`src/rtl/gpg_pkg.sv`:
```
package gpg_pkg;

   localparam int FRAC_BITS_DEF = 31;
   localparam int CSR_W = 16;
   localparam int MID_DEPTH = 4;
   localparam int OUT_DEPTH = 4;
   localparam logic [26:0] LN2_Q27 = 27'd93032640;
   localparam logic [15:0] SCALE_RESET = 16'd256;

   typedef enum logic [0:0] {
      CSR_MEAN  = 1'b0,
      CSR_SCALE = 1'b1
   } csr_idx_type;

   typedef struct packed {
      logic [31:0] uniform_a;
      logic [31:0] uniform_b;
   } req_word_type;

   typedef struct packed {
      logic signed [31:0] sample;
      logic               last;
   } rsp_word_type;

   typedef struct packed {
      logic        neg1;
      logic        neg2;
      logic [30:0] mag1;
      logic [30:0] mag2;
   } ctx_type;

   typedef struct packed {
      ctx_type     ctx;
      logic [61:0] v;
   } mid_word_type;

   typedef struct packed {
      logic signed [31:0] sample_a;
      logic signed [31:0] sample_b;
   } pair_type;

   typedef struct packed {
      logic signed [15:0] mean;
      logic [15:0]        scale;
   } cfg_type;

   typedef struct packed {
      logic full;
      logic empty;
   } fifo_stat_type;

endpackage

```
`src/rtl/gpg_fifo.sv`:
```
module gpg_fifo import gpg_pkg::*; #(
   parameter int WIDTH = 8,
   parameter int DEPTH = MID_DEPTH
) (
   input  logic               clock,
   input  logic               reset,
   input  logic               push,
   input  logic [WIDTH-1:0]   wr_data,
   input  logic               pop,
   output logic [WIDTH-1:0]   rd_data,
   output fifo_stat_type      stat
);

   localparam int AW = (DEPTH > 1) ? $clog2(DEPTH) : 1;
   localparam int CW = $clog2(DEPTH + 1);

   logic [WIDTH-1:0] mem_ff [0:DEPTH-1];
   logic [AW-1:0]    wp_ff;
   logic [AW-1:0]    rp_ff;
   logic [CW-1:0]    cnt_ff;
   logic [AW-1:0]    wp_in;
   logic [AW-1:0]    rp_in;

   assign wp_in = (wp_ff == AW'(DEPTH - 1)) ? '0 : wp_ff + 1'b1;
   assign rp_in = (rp_ff == AW'(DEPTH - 1)) ? '0 : rp_ff + 1'b1;

   assign stat.full  = (cnt_ff == CW'(DEPTH));
   assign stat.empty = (cnt_ff == '0);
   assign rd_data    = mem_ff[rp_ff];

   always_ff @(posedge clock) begin
      if (push) begin
         mem_ff[wp_ff] <= wr_data;
      end
   end

   always_ff @(posedge clock) begin
      if (reset) begin
         wp_ff  <= '0;
         rp_ff  <= '0;
         cnt_ff <= '0;
      end else begin
         if (push) begin
            wp_ff <= wp_in;
         end
         if (pop) begin
            rp_ff <= rp_in;
         end
         if (push && !pop) begin
            cnt_ff <= cnt_ff + 1'b1;
         end else if (pop && !push) begin
            cnt_ff <= cnt_ff - 1'b1;
         end
      end
   end

   a_no_overflow: assert property (@(posedge clock) disable iff (reset)
      push |-> !stat.full) else $error("push into full queue");

   a_no_underflow: assert property (@(posedge clock) disable iff (reset)
      pop |-> !stat.empty) else $error("pop from empty queue");

endmodule

```
`config.mk`:
```
export PLATFORM = sky130hd
export DESIGN_NAME = gpg_fifo
export DESIGN_NICKNAME = d
export VERILOG_FILES = /design/src/rtl/gpg_pkg.sv /design/src/rtl/gpg_fifo.sv
export SDC_FILE = /design/constraint.sdc
export NUM_CORES = 1
export LEC_CHECK = 0
export ABC_AREA = 1
export BUFFER_PORTS_ARGS = -buffer_cell sky130_fd_sc_hd__buf_4
export CELL_PAD_IN_SITES_DETAIL_PLACEMENT = 0
export CELL_PAD_IN_SITES_GLOBAL_PLACEMENT = 1
export CORE_ASPECT_RATIO = 1.75
export CORE_MARGIN = 2
export CORE_UTILIZATION = 25
export DETAILED_ROUTE_END_ITERATION = 10
export HOLD_SLACK_MARGIN = 0.02
export PLACE_DENSITY_LB_ADDON = 0.1
export REMOVE_ABC_BUFFERS = 1
export SETUP_SLACK_MARGIN = 0.15
export SYNTH_ARGS = -nofsm -noshare
export SYNTH_HDL_FRONTEND = slang
export SYNTH_SLANG_ARGS = --single-unit
```
`constraint.sdc`:
```
create_clock -name clock -period 1.61 [get_ports clock]
set_input_delay 0.161 -clock clock [delete_from_list [all_inputs] [get_ports clock]]
set_output_delay 0.161 -clock clock [all_outputs]
set_load 0.05 [all_outputs]
```
After elaboration in Yosys (flattened, before gate mapping)
Memory sizes are Yosys's and may differ from the RTL's. A register that Yosys moved wholly into a read port is not among the register bits.
Cells that the tools add are included.
Word-level totals
  bits in writable memories: 32
  memories kept: 1
  output and inout bits: 10
  bits of input ports: 12
  register bits after elaboration: 7
Memory list
  mem_ff: depth 4, bits a word 8, rd ports 1, clocked after Yosys merged registers in 1, wr ports 1, RTL line gpg_fifo.sv:17  | logic [WIDTH-1:0] mem_ff [0:DEPTH-1];
Operators by class
  add/subtract/negate cells: 4
  reductions and logical operators: 6
  eq/ne operators: 3
  muxes and demuxes: 8
Operators by type and width (count)
  2-to-1 mux 2 bit: 4
  2-to-1 mux 3 bit: 2
  adder 2 x 1 -> 2 bit, second input constant: 2
  equality test 2 bit, second input constant: 2
  adder 3 x 1 -> 3 bit, second input constant: 1
  equality test 3 bit, second input constant: 1
  zero test 3 bit: 1
  subtractor 3 x 1 -> 3 bit, second input constant: 1
  logical AND 1 bit: 2
  zero test 1 bit: 2
  2-to-1 mux 1 bit: 2
  nonzero test 2 bit: 1

Longest topological paths before layout
  depth after elaboration: 4
  mapped depth: 10
  gate-level depth less buffers: 10

Worst setup path before layout
OpenSTA, ideal clock, no wires.
  kind: register to output
  from: register cnt_ff[0]
  to: output port stat[0] (netlist name)
  path buffers: 0
  setup slack: 18 ps
  required time: 1449 ps
  stages on the path, launching flop included: 2
  data arrival time: 1431 ps
  cells stage by stage: dfxtp_1 nor3_1
RTL lines
  start: declaration: RTL line gpg_fifo.sv:20  | logic [CW-1:0] cnt_ff;
  start signal: assignment: RTL line gpg_fifo.sv:50  | cnt_ff <= cnt_ff + 1'b1;
  start signal: assignment: RTL line gpg_fifo.sv:52  | cnt_ff <= cnt_ff - 1'b1;
  end: declaration: RTL line gpg_fifo.sv:11  | output fifo_stat_type stat

==> results_dict.tcl <==
set metrics [dict create \
    regArea_um2 1150 \
    drtIter0Drc 38 \
    die_x_um 65.4 \
    antenna_found_initial 0 \
    tritoncts "done" \
    synth_area_um2 1650 \
    drc 0 \
    timing.fmax_mhz 698 \
    routed_wl_um 3630 \
    crit_path_end_kind "primary output" \
    min_path_type "input pin to register" \
    fin_hold_ws_ns 0.0643 \
    dp_hpwl_um 2460 \
    vias 1091 \
    worst-path-buf-inv 2 \
    numCtsBuffers 5 \
    io_pins 22 \
    cp_slowest_cell "dfxtp_4" \
    clockBufferDepth 2 \
    numPortBuffers 21 \
    hold_viol_final 0 \
    grt_pass1_vias 1122 \
    synth.distinct_cells 19 \
    arrival_ns 1.27 \
    power.density_nw_per_um2 1260 \
    worstSkewPairLatency_ns 0.28 \
    tightestPinTransition_ns 0.427 \
    cts_sinks 41 \
    core-area_um2 6440 \
    final_cell_mix "edfxtp_1, nor2_1, buf_4, inv_1, o21ai_2" \
    synth.area.mux_share 0 \
    initial_utilization 0.256 \
    skew_ns 0.00425 \
    track_usage 0.112 \
    place_congestion 0.665 \
    grt_max_degree 17 \
    drtAntennaViolNets 0 \
    ys_seq_area_frac 0.691 \
    worstPathMaxFanout 8 \
    diodes 0 \
    path_clk_slew_ns 0.06 \
    synth-adder-area-share 0.0576 \
    grt_pass1_wl_um 5870 \
    multiInputGateArea_um2 489 \
    finalSetupTns_ns 0 \
    die_area_um2 7300 \
    status "finished, final reports clean" \
    vdd_drop_max_uv 616 \
    synth-xor-area-share 0.00530 \
    cpLargestDelayFamily "flip-flops" \
    max_slew_margin 0.715 \
    syn_avg_cell_area_um2 12.2 \
    crit_path_start_kind "register" \
    rows 39 \
    rsz0062_at_grt "true" \
    maxCapViolations 0 \
    yosys.area_share.simple 0.0947 \
    fin_util 0.339 \
    htreeDepth 2 \
    via_per_inst 4.40 \
    clk_root_buffer_cell "clkbuf_16" \
    min_period_ns 1.43 \
    total_power_mw 2.76 \
    cp_data_required_time_ns 1.45 \
    p_leak_nw 0.858 \
    die_y_um 112 \
    synth_compound_area_frac 0.102 \
    yosysWarningCount 0 \
    areaGrowthSynthToFinish_pct 32.0 \
    slowest_delay_ns 0.39 \
    nets 184 \
    synth_top_family_by_area "compound AO/OA/AOI/OAI gates" \
    post-route-period-util 0.890 \
    nFillCells 652 \
    pre_cts_ws_ns 0.174 \
    slew_violations 0 \
    report.final.setup_viol 0 \
    cp_cell_sequence "buf_12, o21ai_2, o22ai_1, buf_4" \
    postSynthCellCount 135 \
    synth_seq_cells 41 \
    drive_above_1_share 0.325 \
    final_common_cell "edfxtp_1" \
    grt_overflow 0 \
    post_drt_wl_per_cell_um 14.6 \
    crit_type "register to primary output" \
    worst_slack_ns 0.178 \
    dr.pass1.iters 4 \
]
[cells by family after synthesis]
logic type,count (synthesis)
AOI/OAI and AO/OA,30
xor gates and xnor gates,1
adders and majority gates,7
buffers and inverters,18
DFF,41
and+or+nand+nor,38
[cell type report]
| class | instances | area share |
|---|---|---|
| Timing Repair Buffer | 25 | 0.0987 |
| Clock buffer | 7 | 0.0700 |
| Tap cell | 82 | 0.0470 |
| Inverter | 16 | 0.0310 |
| Sequential cell | 41 | 0.527 |
| Clock inverter | 1 | 0.00229 |
| Multi-Input combinational cell | 76 | 0.224 |
[routing by layer]
layer	track usage	part of all wire	vias to the layer above
met5	0	0	-
met3	0.0364	0.038	5
met1	0.120	0.39	530
li1	-	-	533
met2	0.194	0.55	23
met4	0.0500	0.023	0
[flip-flops by register name, summed over array words and instances (netlist names), named ones only]
register / cells
rp_ff: 2
cnt_ff: 3
wp_ff: 2
mem_ff: 32
[through the flow]
| step | std cells | area (um^2) |
|---|---|---|
| after floorplan | 133 | 1630 |
| after global placement | 238 | 1900 |
| after detailed placement | 238 | 1900 |
| after CTS | 248 | 2110 |
| after global routing | 248 | 2180 |
| final | 248 | 2180 |
[cells in the mapped netlist (all sizes together)]
library cell	number	area share
edfxtp	32	0.58
buf	2	0.014
ha	6	0.045
nand3	1	0.0030
xor2	1	0.0053
nor2	24	0.058
nand4	1	0.0038
fa	1	0.012
o21ai	19	0.062
nand2	8	0.018
o22ai	8	0.030
dfxtp	9	0.11
a21oi	3	0.0091
nor3	4	0.012
inv	16	0.036
[power breakdown]
part	internal, mW	switching, mW	total, mW	leakage, nW
Sequential	1.20	0.0382	1.24	0.370
Clock	0.655	0.378	1.03	0.0799
Combinational	0.167	0.316	0.483	0.408
Total	2.02	0.733	2.76	0.858
[worst register-to-register path, stage by stage, from the launching register on]
cell	delay (ns)
dfxtp_1	0.40
ha_1	0.20
nand2_1	0.06
inv_1	0.32
[timing repair]
action                     4_1_cts  5_1_grt
pin swaps                        3       11
setup endpoints to repair        8        8
gates cloned                     1        0
setup buffers                    1        0
gates resized for setup         17       20
hold buffers                     0        0
[path summary, 6_finish.rpt]
check,startpoint,end,slack [ns],cells after the start
worst max register to register,wp_ff[0]$_SDFFE_PP0P_,mem_ff[3][6]$_DFFE_PP_,0.29,3
worst min-delay path,reset,wp_ff[0]$_SDFFE_PP0P_,0.06,2
worst max-delay path,register,rd_data[5],0.18,4
worst min register to register,rp_ff[1]$_SDFFE_PP0P_,register,0.53,2
Power figures use the tool's default switching activity.
