### config.mk
export PLATFORM = sky130hd
export DESIGN_NAME = gpg_front
export DESIGN_NICKNAME = d
export VERILOG_FILES = /design/src/rtl/gpg_pkg.sv /design/src/rtl/gpg_front.sv
export SDC_FILE = /design/constraint.sdc
export NUM_CORES = 2
export LEC_CHECK = 0
export BUFFER_PORTS_ARGS = -buffer_cell sky130_fd_sc_hd__clkbuf_2
export CORE_UTILIZATION = 50
export CTS_CLUSTER_DIAMETER = 50
export DETAILED_ROUTE_END_ITERATION = 8
export PLACE_DENSITY = 0.66
export SETUP_SLACK_MARGIN = 0.5
export SYNTH_ARGS = -nofsm -noshare
export SYNTH_HDL_FRONTEND = slang
export SYNTH_SLANG_ARGS = --single-unit
### constraint.sdc
create_clock -name clock -period 28.2 [get_ports clock]
set_input_delay 4.23 -clock clock [delete_from_list [all_inputs] [get_ports clock]]
set_output_delay 4.23 -clock clock [all_outputs]
set_load 0.01 [all_outputs]
### src/rtl/gpg_pkg.sv
package gpg_pkg;

   localparam int FRAC_BITS_DEF = 31;
   localparam int CSR_W = 16;
   localparam int MID_DEPTH = 4;
   localparam int OUT_DEPTH = 4;
   localparam logic [26:0] LN2_Q27 = 27'd93032640;
   localparam logic [15:0] SCALE_RESET = 16'd256;

   typedef enum logic [0:0] {
      CSR_MEAN  = 1'b0,
      CSR_SCALE = 1'b1
   } csr_idx_type;

   typedef struct packed {
      logic [31:0] uniform_a;
      logic [31:0] uniform_b;
   } req_word_type;

   typedef struct packed {
      logic signed [31:0] sample;
      logic               last;
   } rsp_word_type;

   typedef struct packed {
      logic        neg1;
      logic        neg2;
      logic [30:0] mag1;
      logic [30:0] mag2;
   } ctx_type;

   typedef struct packed {
      ctx_type     ctx;
      logic [61:0] v;
   } mid_word_type;

   typedef struct packed {
      logic signed [31:0] sample_a;
      logic signed [31:0] sample_b;
   } pair_type;

   typedef struct packed {
      logic signed [15:0] mean;
      logic [15:0]        scale;
   } cfg_type;

   typedef struct packed {
      logic full;
      logic empty;
   } fifo_stat_type;

endpackage

### src/rtl/gpg_front.sv
module gpg_front import gpg_pkg::*; #(
   parameter int FRAC_BITS = FRAC_BITS_DEF
) (
   input  logic          clock,
   input  logic          reset,
   input  logic          req_push,
   input  req_word_type  req_word,
   output logic          req_full,
   output logic          mid_push,
   output mid_word_type  mid_word,
   input  fifo_stat_type mid_stat
);

   localparam int SHR = 31 - FRAC_BITS;
   localparam logic [31:0] ONE = 32'd1 << FRAC_BITS;

   logic        adv;
   logic        keep;
   logic [31:0] u1;
   logic [31:0] u2;

   logic        va_ff, vb_ff, vc_ff;
   logic        na1_ff, na2_ff, nb1_ff, nb2_ff, nc1_ff, nc2_ff;
   logic [31:0] ma1_ff, ma2_ff;
   logic [30:0] mb1_ff, mb2_ff, mc1_ff, mc2_ff;
   logic [63:0] sq1_ff, sq2_ff;
   logic [63:0] wc_ff;

   assign u1 = req_word.uniform_a >> SHR;
   assign u2 = req_word.uniform_b >> SHR;

   assign keep     = (wc_ff != '0) && ((wc_ff >> (2 * FRAC_BITS)) == '0);
   assign adv      = !(vc_ff && keep && mid_stat.full);
   assign req_full = !adv;
   assign mid_push = vc_ff && keep && !mid_stat.full;

   assign mid_word.ctx.neg1 = nc1_ff;
   assign mid_word.ctx.neg2 = nc2_ff;
   assign mid_word.ctx.mag1 = mc1_ff;
   assign mid_word.ctx.mag2 = mc2_ff;
   assign mid_word.v        = 62'(wc_ff << (62 - 2 * FRAC_BITS));

   always_ff @(posedge clock) begin
      if (reset) begin
         va_ff <= 1'b0;
         vb_ff <= 1'b0;
         vc_ff <= 1'b0;
      end else if (adv) begin
         va_ff <= req_push;
         vb_ff <= va_ff;
         vc_ff <= vb_ff;
      end
   end

   always_ff @(posedge clock) begin
      if (adv) begin
         na1_ff <= !u1[FRAC_BITS];
         na2_ff <= !u2[FRAC_BITS];
         ma1_ff <= u1[FRAC_BITS] ? (u1 - ONE) : (ONE - u1);
         ma2_ff <= u2[FRAC_BITS] ? (u2 - ONE) : (ONE - u2);
         nb1_ff <= na1_ff;
         nb2_ff <= na2_ff;
         mb1_ff <= ma1_ff[30:0];
         mb2_ff <= ma2_ff[30:0];
         sq1_ff <= ma1_ff * ma1_ff;
         sq2_ff <= ma2_ff * ma2_ff;
         nc1_ff <= nb1_ff;
         nc2_ff <= nb2_ff;
         mc1_ff <= mb1_ff;
         mc2_ff <= mb2_ff;
         wc_ff  <= sq1_ff + sq2_ff;
      end
   end

endmodule

# Word level (Yosys, flattened, before mapping)
# Index checks and enable logic that the tools add are counted.
# W data, S select, Z words.
[word_totals]
output_inout_bits = 128
ff_bits = 389
word_cells = 36
[classes]
n_mul = 2
reduce_logical = 9
addsub = 5
muxes = 2
[op_table]
columns = ["operator", "n"]
rows = [
  ["$mul A32 B32 Y64", 2],
  ["$add A64 B64 Y64", 1],
  ["$logic_not A64 Y1", 1],
  ["$mux W32", 2],
  ["$reduce_bool A64 Y1", 1],
  ["$sub A32 B32 Y32 const A", 2],
  ["$sub A32 B32 Y32 const B", 2],
  ["$logic_and A1 B1 Y1", 4],
  ["$logic_not A1 Y1", 3],
]

# Longest topological paths before layout
[depth]
ltp_word = 4
ltp_mapped = 31
depth_no_buf = 29

# Least setup slack after synthesis
# Ideal clock, no wire load.
[synth_path]
path_type = "in2reg"
from = "input port mid_stat[1] (netlist bit)"
to = "register ma1_ff[0] (enable)"
path_stages = 3
required_time_ns = 27.471
slack_ns = 15.735
arrival_time_ns = 11.736
cell_sequence = "inv_1 -> nor2_1 -> inv_1"
[synth_between]
elab_chain_cells = 1
[synth_rtl]
columns = ["element", "line", "text"]
rows = [
  ["start: declaration", "gpg_front.sv:11", "input fifo_stat_type mid_stat"],
  ["$logic_and A1 B1 Y1", "gpg_front.sv:33", "assign adv = !(vc_ff && keep && mid_stat.full);"],
  ["named net req_full", "gpg_front.sv:8", "output logic req_full,"],
  ["end signal: assignment", "gpg_front.sv:59", "ma1_ff <= u1[FRAC_BITS] ? (u1 - ONE) : (ONE - u1);"],
  ["end: declaration", "gpg_front.sv:24", "logic [31:0] ma1_ff, ma2_ff;"],
]
# The timed path passes the listed nets, and every way through them passes these cells.
# A chain may end at the register's enable or synchronous reset.

# Worst setup path in the final report
[layout_path]
from = "register ma1_ff[8]"
to = "register sq1_ff[61] (data pin)"
[layout_between]
elab_chain_cells = 1
[layout_rtl]
columns = ["element", "line", "text"]
rows = [
  ["$mul A32 B32 Y64", "gpg_front.sv:65", "sq1_ff <= ma1_ff * ma1_ff;"],
  ["end signal: assignment", "gpg_front.sv:65", ""],
  ["end: declaration", "gpg_front.sv:26", "logic [63:0] sq1_ff, sq2_ff;"],
]
# No other way between the ends.

==> flow_metrics.env <==
export IMPL_skew_ns=0.0568
export IMPL_crit_type="reg2reg"
export IMPL_slew_headroom_pct=18.5
export IMPL_drt_first_pass_iters=6
export IMPL_rrSetupSlack_ns=18.80
export IMPL_yosys_top_cells_area="fa_1 42%, edfxtp_1 15%, ha_1 11%, inv_1 9.8%, and2_1 4.0%"
export IMPL_finalWorstPathRequiredPeriod_ns=9.40
export IMPL_antenna_found_initial=8
export IMPL_tightest_slew_ns=1.21
export IMPL_rsz0062_at_grt="false"
export IMPL_cts_buffers=51
export IMPL_worstHoldStart="mb1_ff[27]"
export IMPL_required_ns=28.63
export IMPL_cts_root_buf="clkbuf_16"
export IMPL_hold_buffers=0
export IMPL_yosysTopAreaCell="fa_1"
export IMPL_setup_viol=0
export IMPL_dpl_hpwl_um=147000
export IMPL_synth_cells=7556
export IMPL_die_area_um2=153000
export IMPL_grt_pass1_wl_um=299000
export IMPL_r2r_worst_path_cells=25
export IMPL_drc=0
export IMPL_drv_slew=0
export IMPL_critPathMaxFanout=23
export IMPL_synth_top_area_share_pct=41.9
export IMPL_drtAntennaViolNets=0
export IMPL_initial_core_util_pct=50.4
export IMPL_r2r_end="sq1_ff[61]"
export IMPL_yosys_warnings=0
export IMPL_viasPerCell=5.28
export IMPL_synth_edf_count=382
export IMPL_synthArstFlopShare_pct=0
export IMPL_final_setup_worst_slack_ns=18.80
export IMPL_synth_fp_nets=9871
export IMPL_drtIter0Drc=3148
export IMPL_htree_levels=2
export IMPL_outcome="complete, no violations"
export IMPL_cts_resized_gates=0
export IMPL_synth_seq_cells=385
export IMPL_maxCapViolations=0
export IMPL_hold_class="reg2reg"
export IMPL_holdPathStages=0
export IMPL_cts_sinks=385
export IMPL_setup_tns_ns=0
export IMPL_startpoint_type="flop"
export IMPL_ios=197
export IMPL_worstReg2RegStart="ma1_ff[8]"
export IMPL_place_ws_ns=18.90
export IMPL_netlist_area_um2=75700
export IMPL_fin_nets=9855
export IMPL_cp_end_kind="flop"
export IMPL_min_to="mc1_ff[27]"
export IMPL_cts_path_max_buffers=3
export IMPL_fillers=13400
export IMPL_routed_wl_um=184000
export IMPL_yosysUniqueCellTypes=81
export IMPL_dr_total_vias=50700
export IMPL_first_global_vias=55600
export IMPL_fp_row_count=142
export IMPL_grt_usage_pct=25.2
export IMPL_port_buffers=195
export IMPL_seq_area_frac_synth_pct=15.2
export IMPL_layout_drive_gt1_share_pct=5.49
export IMPL_tritoncts="done"
export IMPL_synth_ff_type="edfxtp_1"
export IMPL_area_growth_pct=5.70
export IMPL_drt_wirelength_per_cell_um=19.2
export IMPL_avgSynthCellArea_um2=10.0
export IMPL_fmax_mhz=106
export IMPL_fin_crit_sh_pct=33.3
export IMPL_dieHeight_um=391
export IMPL_critPathArrivalTime_ns=9.83
export IMPL_core_area_um2=150000
export IMPL_cts_clk_slew_worst_paths_ns=0.06
export IMPL_gp_congestion=0.907
export IMPL_insertion_delay_ns=0.69
export IMPL_fp_dieW_um=391
export IMPL_final_hold_violation_count=0
export IMPL_grt_max_degree=89
export IMPL_grt_overflow=0
export IMPL_postCtsSetupBuffers=0
worst max-delay path, stage by stage (launching register included):
cell and delay [ns]:
edfxtp_1 0.65, buf_4 0.48, and2_1 0.27, fa_1 0.46
fa_1 0.54, inv_1 0.05, fa_1 0.49, fa_1 0.52
inv_1 0.07, fa_1 0.56, fa_1 0.43, fa_1 0.54
inv_1 0.07, fa_1 0.49, inv_1 0.04, ha_1 0.39
nand4_1 0.18, nor3_1 0.42, o211ai_1 0.16, a221oi_1 0.78
o21ai_1 0.19, nand3_1 0.25, nand4_1 0.24, a21oi_1 0.42
o221ai_1 0.21, xnor2_1 0.17
logic make-up after synthesis:
logic type / count (synthesis) / synth area share [%]
buf+inv: 2310 / 11.8
fa+ha+maj: 2246 / 52.8
simple gates: 1595 / 10.4
compound gates: 680 / 5.84
flops: 385 / 15.2
xor+xnor: 329 / 3.80
mux: 11 / 0.152
placed cells by master, fill, tap and decap left out, types with 161 or more instances in the layout:
master / instances
and2_1: 490
nand2_1: 608
inv_1: 1974
xor2_1: 161
nor2_1: 216
clkbuf_2: 195
xnor2_1: 168
edfxtp_1: 382
fa_1: 1584
ha_1: 662
a21oi_1: 236
cell usage after synthesis, drive strengths merged, types with 15 or more instances:
library cell  number
buf               77
nor4              29
a211oi            20
a21oi            240
fa              1584
nand2            608
a31oi             35
nand2b            15
o31ai             15
nand4             49
ha               662
edfxtp           382
xor2             161
a31o              23
inv             1975
nand3             38
o21bai            48
or2               18
nor2b             37
clkbuf           257
and2             490
nor2             216
a21o              94
nor3              42
and3              26
xnor2            168
o21ai            109
per-stage QoR:
step	hold slack (ns)	utilization (%)	instance area, um2	cells
2_1_floorplan	0.400	-	75700	7556
3_3_place_gp	0.400	52.1	78300	9503
3_5_place_dp	0.405	52.1	78300	9503
4_1_cts	0.416	53.3	80000	9598
5_1_grt	0.417	53.3	80000	9598
6_report	0.413	53.3	80000	9602
worst max path at each step:
stage           startpoint    endpoint  cells after the start  slack (ns)
5_1_grt          ma1_ff[8]  sq1_ff[61]                     26       18.51
3_3_place_gp   mid_stat[1]    req_full                      4       18.89
3_5_place_dp   mid_stat[1]    req_full                      4       18.90
6_report         ma1_ff[8]  sq1_ff[61]                     25       18.80
2_1_floorplan  mid_stat[1]   ma1_ff[0]                      3       15.74
4_1_cts        mid_stat[1]    req_full                      4       18.88
routing by layer:
metal	vias up	GRT usage, %	wire, um
li1	22800	-	-
met1	26200	34.3	76400
met2	1419	42.5	90800
met4	2	6.32	4700
met3	271	3.62	12200
met5	-	0	9
registers in the layout, indices dropped and copies added, names as in the netlist, 31 cells and up:
signal,cells
mb2_ff,31
wc_ff,64
sq2_ff,62
sq1_ff,62
mc1_ff,31
ma2_ff,32
mb1_ff,31
mc2_ff,31
ma1_ff,32
final cells by class:
cell class | count | area, um2 | share of cell area, %
multi-input cells | 4861 | 55300 | 69.1
flip-flops and latches | 385 | 11500 | 14.4
repair buffers | 265 | 1500 | 1.88
diodes | 4 | 10.0 | 0.0125
clock buffers | 60 | 1310 | 1.64
clock inverters | 35 | 467 | 0.583
well taps | 2016 | 2520 | 3.15
inverters | 1976 | 7420 | 9.28
Power is not shown: default switching activity piles up to over one toggle a cycle in this logic, so the estimate is an artifact.
